[src/design/ctb_pkg.sv]
// ----------------------------------------------------------------------------
// ctb_pkg
// Shared widths, types and helpers for the circle and triangle bounce block.
// ----------------------------------------------------------------------------
package ctb_pkg;

    // Coordinate width and the widths that follow from it.
    localparam int CW  = 24;          // coordinate width
    localparam int RW  = CW - 1;      // radius width
    localparam int DW  = CW + 1;      // difference width
    localparam int PW  = 2 * DW;      // product of two differences
    localparam int SW  = PW + 2;      // sum of products
    localparam int HW  = SW / 2;      // half of a sum, for split products
    localparam int XW  = 2 * SW;      // square of a sum
    localparam int MW  = HW + DW;     // half sum times a difference
    localparam int QW  = CW + 2;      // quotient bits of the reflection term
    localparam int NW  = SW + QW + 2; // dividend and remainder width
    localparam int NE  = 3;           // triangle edges
    localparam int EW  = 2;           // edge index width
    localparam int FD  = 4;           // queue depth
    localparam int FAW = 2;           // queue pointer width

    typedef logic signed [CW-1:0] coord_t;
    typedef logic signed [DW-1:0] diff_t;
    typedef logic signed [PW-1:0] prod_t;
    typedef logic signed [SW-1:0] sum_t;
    typedef logic        [SW-1:0] usum_t;

    // One classified request passed from the front to the back.
    typedef struct packed {
        logic          hit;
        logic [EW-1:0] edge_idx;
        diff_t         dx;
        diff_t         dy;
        usum_t         len2;
        coord_t        vx;
        coord_t        vy;
    } ctb_item_t;

    // Sideband carried alongside the dividers.
    typedef struct packed {
        logic          lz;
        logic          hit;
        logic [EW-1:0] edge_idx;
        logic          sgx;
        logic          sgy;
        coord_t        vx;
        coord_t        vy;
    } ctb_side_t;

    // Queue status seen by both sides.
    typedef struct packed {
        logic full;
        logic empty;
    } ctb_fifo_stat_t;

    // Adds or subtracts a correction term and saturates to the coordinate range.
    function automatic coord_t sat_add(coord_t v, logic neg, logic [QW:0] q);
        logic signed [QW+1:0] qs;
        logic signed [QW+1:0] s;
        qs = $signed({1'b0, q});
        s  = (QW+2)'(v) + (neg ? -qs : qs);
        if (s[QW+1] && !(&s[QW:CW-1])) begin
            return {1'b1, {(CW-1){1'b0}}};
        end else if (!s[QW+1] && (|s[QW:CW-1])) begin
            return {1'b0, {(CW-1){1'b1}}};
        end
        return s[CW-1:0];
    endfunction

endpackage

[src/design/ctb_fifo.sv]
// ----------------------------------------------------------------------------
// ctb_fifo
// Short queue that decouples the classifying front from the reflecting back.
// ----------------------------------------------------------------------------
module ctb_fifo (
    input  logic                    aclk,
    input  logic                    aresetn,
    input  logic                    push,
    input  ctb_pkg::ctb_item_t      wdata,
    input  logic                    pop,
    output ctb_pkg::ctb_item_t      rdata,
    output ctb_pkg::ctb_fifo_stat_t stat
);

    ctb_pkg::ctb_item_t mem_reg [ctb_pkg::FD];
    logic [ctb_pkg::FAW-1:0] wptr_reg, rptr_reg;
    logic [ctb_pkg::FAW:0]   cnt_reg;

    assign stat.full  = (cnt_reg == (ctb_pkg::FAW+1)'(ctb_pkg::FD));
    assign stat.empty = (cnt_reg == '0);
    assign rdata      = mem_reg[rptr_reg];

    // Pointers and fill count.
    always_ff @(posedge aclk) begin
        if (!aresetn) begin
            wptr_reg <= '0;
            rptr_reg <= '0;
            cnt_reg  <= '0;
        end else begin
            if (push) begin
                wptr_reg <= wptr_reg + 1'b1;
            end
            if (pop) begin
                rptr_reg <= rptr_reg + 1'b1;
            end
            if (push && !pop) begin
                cnt_reg <= cnt_reg + 1'b1;
            end else if (pop && !push) begin
                cnt_reg <= cnt_reg - 1'b1;
            end
        end
    end

    // Storage.
    always_ff @(posedge aclk) begin
        if (push) begin
            mem_reg[wptr_reg] <= wdata;
        end
    end

endmodule

[config.mk]
export PLATFORM = sky130hd
export DESIGN_NAME = ctb_fifo
export DESIGN_NICKNAME = d
export VERILOG_FILES = /design/src/design/ctb_pkg.sv /design/src/design/ctb_fifo.sv
export SDC_FILE = /design/constraint.sdc
export NUM_CORES = 1
export LEC_CHECK = 0
export BUFFER_PORTS_ARGS = -buffer_cell sky130_fd_sc_hd__buf_2
export CAP_MARGIN = 20
export CORE_ASPECT_RATIO = 1.25
export CORE_MARGIN = 3
export CORE_UTILIZATION = 40
export CTS_BUF_LIST = sky130_fd_sc_hd__clkbuf_4 sky130_fd_sc_hd__clkbuf_8 sky130_fd_sc_hd__clkbuf_16
export DETAILED_ROUTE_END_ITERATION = 8
export PLACE_DENSITY_LB_ADDON = 0.3
export RECOVER_POWER = 50
export SYNTH_ARGS = -nofsm -noshare
export SYNTH_HDL_FRONTEND = slang
export SYNTH_SLANG_ARGS = --single-unit
[constraint.sdc]
create_clock -name aclk -period 5.4 [get_ports aclk]
set_clock_uncertainty 0.15 [all_clocks]
set_input_delay 1.08 -clock aclk [delete_from_list [all_inputs] [get_ports aclk]]
set_output_delay 1.08 -clock aclk [all_outputs]
set_load 0.02 [all_outputs]
-- Word level (Yosys, flattened, before mapping)
Memory sizes are Yosys's and may differ from the RTL's. A register that Yosys moved wholly into a read port is not among the register bits.
Cells that the tools add are included.
- shift-type cells: 0
- bitwise logic cells: 0
- eq/ne operators: 1
- $add $sub $neg: 4
- divide/modulo/power cells: 0
- multipliers: 0
- mux-type cells: 6
- $lt $le $gt $ge: 0
- reduce and logical (&&, ||, !) cells: 6
- operators by type and width (operator ; number):
    two-way mux 3 bit ; 2
    adder 2 x 1 -> 2 bit, second input constant ; 2
    two-way mux 2 bit ; 2
    adder 3 x 1 -> 3 bit, second input constant ; 1
    == test 3 bit, second input constant ; 1
    logical NOT 3 bit ; 1
    subtractor 3 x 1 -> 3 bit, second input constant ; 1
    logical AND 1 bit ; 2
    logical NOT 1 bit ; 2
    two-way mux 1 bit ; 2
    nonzero test 2 bit ; 1
- memory bits (read-only): 0
- register bits: 7
- latch bits: 0
- output and inout port bits: 155
- RAM bits: 612
- memories: 1
- word-level logic and storage cells: 21
- input bits: 157
- memory list (name ; depth ; bits a word ; rd ports ; clocked after memory_dff ; wr ports ; line ; text):
    mem_reg ; 4 ; 153 ; 1 ; 1 ; 1 ; ctb_fifo.sv:15 ; ctb_pkg::ctb_item_t mem_reg [ctb_pkg::FD];

-- Logic depth before layout (Yosys ltp)
- depth in word-level cells: 4
- depth in mapped cells: 7

-- Worst setup path before layout
OpenSTA, ideal clock, no wires.
- path type: in2reg
- from: in push
- to: mem mem_reg[0][0] in the netlist's numbering, enable pin
- buffers on the path: 0
- setup slack: 0.149 ns
- cell stages on the path: 1
- arrival: 4.570 ns
- cells stage by stage: and2_1
- longest elaborated chain between the ends: 2
- RTL lines (what ; line ; text):
    from (decl) ; ctb_fifo.sv:8 ; input logic push,
    two-way mux 1 bit ; ctb_fifo.sv:46 ; if (push) begin
    two-way mux 1 bit (implied by the code) ; ctb_fifo.sv:47 ; mem_reg[wptr_reg] <= wdata;
    to (decl) ; ctb_fifo.sv:15 ;
Every way passes these cells.

==> flow_metrics.py <==
metrics = {
    "layout": {
        "syn2layout_area_growth_pct": 19.2,
        "fill_cells": 4575,
        "final_util_pct": 48.5,
        "finish.instance_area_sq_um": 26800,
        "drive_gt1_share_pct": 34.5,
        "largest_reg_flops": 612,
        "nets": 1362,
    },
    "timing": {
        "worst_pin_slew_ns": 1.90,
        "hold_ws_ns": 0.376,
        "post-route-period-util_pct": 73.0,
        "period_needed_ns": 3.94,
        "finalSetupViolCount": 0,
        "fmax_ghz": 0.254,
        "slew_headroom_pct": -26.7,
        "fin_tns_setup_ns": 0,
        "hold_viol_final": 0,
        "fin_ws_ns": 1.46,
        "rsz0062_at_grt": "false",
        "final_max_slew_viol_count": 44,
    },
    "clock_tree": {
        "clkSlewWorstSetupHoldPaths_ns": 0.06,
        "ctsHoldBuffers": 0,
        "clk_path_buf_depth": 3,
        "worstSkewPairLatency_ns": 0.60,
        "cts_root_buffer": "clkbuf_16",
        "ctsResizeCount": 0,
        "cts.sinks": 621,
        "cts_setup_buffers": 0,
        "htree_levels": 2,
        "cts_tree": "built",
        "numCtsBuffers": 60,
    },
    "route": {
        "drt_wl_total_mm": 45.4,
        "drt-pass1-iter-count": 4,
        "num_vias": 10000,
        "avgViaCountPerCell": 5.04,
        "drt-wirelength-per-cell_microns": 22.9,
        "drc_errors": 0,
        "drt_iter0_drc": 602,
        "detail-route-antenna-nets": 0,
    },
    "place": {
        "io_buffers": 311,
        "place_hpwl_mm": 27.6,
        "gp_congestion": 0.709,
        "place_ws_ns": 1.99,
        "dpl_cell_area_sq_um": 25000,
    },
    "grt": {
        "grt_max_degree": 82,
        "grt_overflow_total": 0,
        "grt_antenna_before_repair": 4,
        "grt_usage_pct": 15.5,
        "grt_pass1_vias": 10800,
        "grt_pass1_wl_mm": 68.4,
    },
    "synthesis": {
        "ys_seq_elements": 621,
        "netlist_area_sq_um": 22500,
        "synth.avg_cell_area_sq_um": 26.7,
        "yosys_warnings": 0,
        "synth_cell_types": 21,
        "syn_nets": 1005,
        "synth_seq_area_share_pct": 82.5,
        "synth_cells": 842,
    },
    "critical_path": {
        "required_ns": 4.17,
        "endpoint_kind": "output port",
        "cp.arrival_ns": 2.71,
        "critPathLaunchType": "register",
        "critPathKind": "register to output port",
        "rrSetupSlack_ns": 2.17,
        "critPathMaxFanout": 36,
    },
    "die": {
        "die-area_sq_um": 59100,
        "io_pins": 312,
        "die_y_microns": 271,
        "core_sq_um": 55300,
        "std_cell_rows": 96,
        "die_x_microns": 218,
        "start_util_pct": 40.7,
    },
    "power_and_ir_drop": {
        "peakVddDrop_v": 0.000317,
        "powerDensity_nw_per_um2": 408,
        "p_leak_nw": 8.57,
    },
    "status": {
        "status": "complete, but fails checks",
        "violations": "max-capacitance violations, max-slew violations",
    },
    "worst_hold_path": {
        "hold_path.class": "register to register",
    },
    "flow_run": {
        "cap_viol_max_count": 2,
    },
}
==> Yosys cell counts <==
cell        n  share of area (%)
a21boi_0    1              0.033
and2_1      9               0.25
buf_1       2              0.033
buf_2      17               0.38
buf_6       9               0.45
clkbuf_1    6               0.10
dfxtp_1     9               0.80
edfxtp_1  612                 82
fa_1        1              0.089
ha_1        5               0.28
inv_1       4              0.067
mux2i_1     2              0.089
mux4_2    153                 15
nand2_1     1              0.017
nor2b_1     2              0.056
nor3_1      1              0.022
nor3b_1     1              0.033
o21ai_0     1              0.022
or3_1       1              0.028
xnor2_1     2              0.078
xor2_1      3               0.12
==> layout by cell type (no fill, tap or decap), drive strengths merged, types with 3 or more instances in the layout <==
cell / Yosys / routed
edfxtp: 612 / 612
bufinv: 0 / 8
inv: 4 / 6
clkinv: 0 / 26
and2: 9 / 9
ha: 5 / 5
xor2: 3 / 3
clkinvlp: 0 / 4
clkbuf: 6 / 225
buf: 28 / 174
mux4: 153 / 153
dfxtp: 9 / 9
==> worst max-delay path: stages, from the launching register on <==
cell and delay (ns):
dfxtp_4 0.90, buf_4 0.46, mux4_2 0.56, buf_2 0.18
==> final timing paths <==
check,cells past startpoint,end,startpoint
worst max-delay path,3,rdata[128],register
worst min-delay path,2,cnt_reg[2],cnt_reg[2]
worst max register to register,3,mem_reg[3][92],wptr_reg[0]
worst min register to register,2,cnt_reg[2],cnt_reg[2]
==> cells by family (layout without fill, tap and decap cells) <==
kind of cell / Yosys count / in the layout / synth area share (%)
other: 0 / 2 / 0
adders and majority gates: 6 / 6 / 0.367
and+or+nand+nor: 15 / 15 / 0.406
xor gates and xnor gates: 5 / 5 / 0.195
DFF: 621 / 621 / 82.5
buffers and inverters: 38 / 443 / 1.03
muxes: 155 / 155 / 15.4
AOI/OAI and AO/OA: 2 / 2 / 0.0556
==> where the power goes <==
group          total, mW  leakage (nW)  switching (mW)  internal, mW
logic               1.11          1.88           0.674         0.438
registers           5.62          5.70          0.0798          5.54
clock network       4.20         0.995            1.71          2.49
total               10.9          8.57            2.46          8.47
==> layer usage <==
metal,GRT usage (%),wire (microns),vias to the layer above
li1,-,-,4368
met1,19.5,17700,5292
met2,26.3,23500,271
met3,4.46,3090,65
met4,4.26,1010,4
met5,0,31,-
==> through the flow <==
stage / instances / power, mW
final: 1984 / 10.9
after global routing: 1982 / 11.4
after CTS: 1982 / 11.1
after detailed placement: 1872 / 6.89
after global placement: 1872 / 6.86
after floorplan: 842 / 6.45
==> area by class of cell <==
cell class              count  area [sq um]  area share (%)
repair buffers            329          1600            5.96
inverters                   4          15.0          0.0560
flip-flops and latches    621         18600            69.2
well taps                 735           920            3.43
diodes                      2          5.00          0.0187
clock inverters            40           413            1.54
multi-input cells         183          3700            13.8
clock buffers              70          1590            5.95
Power figures use the tool's default switching activity.
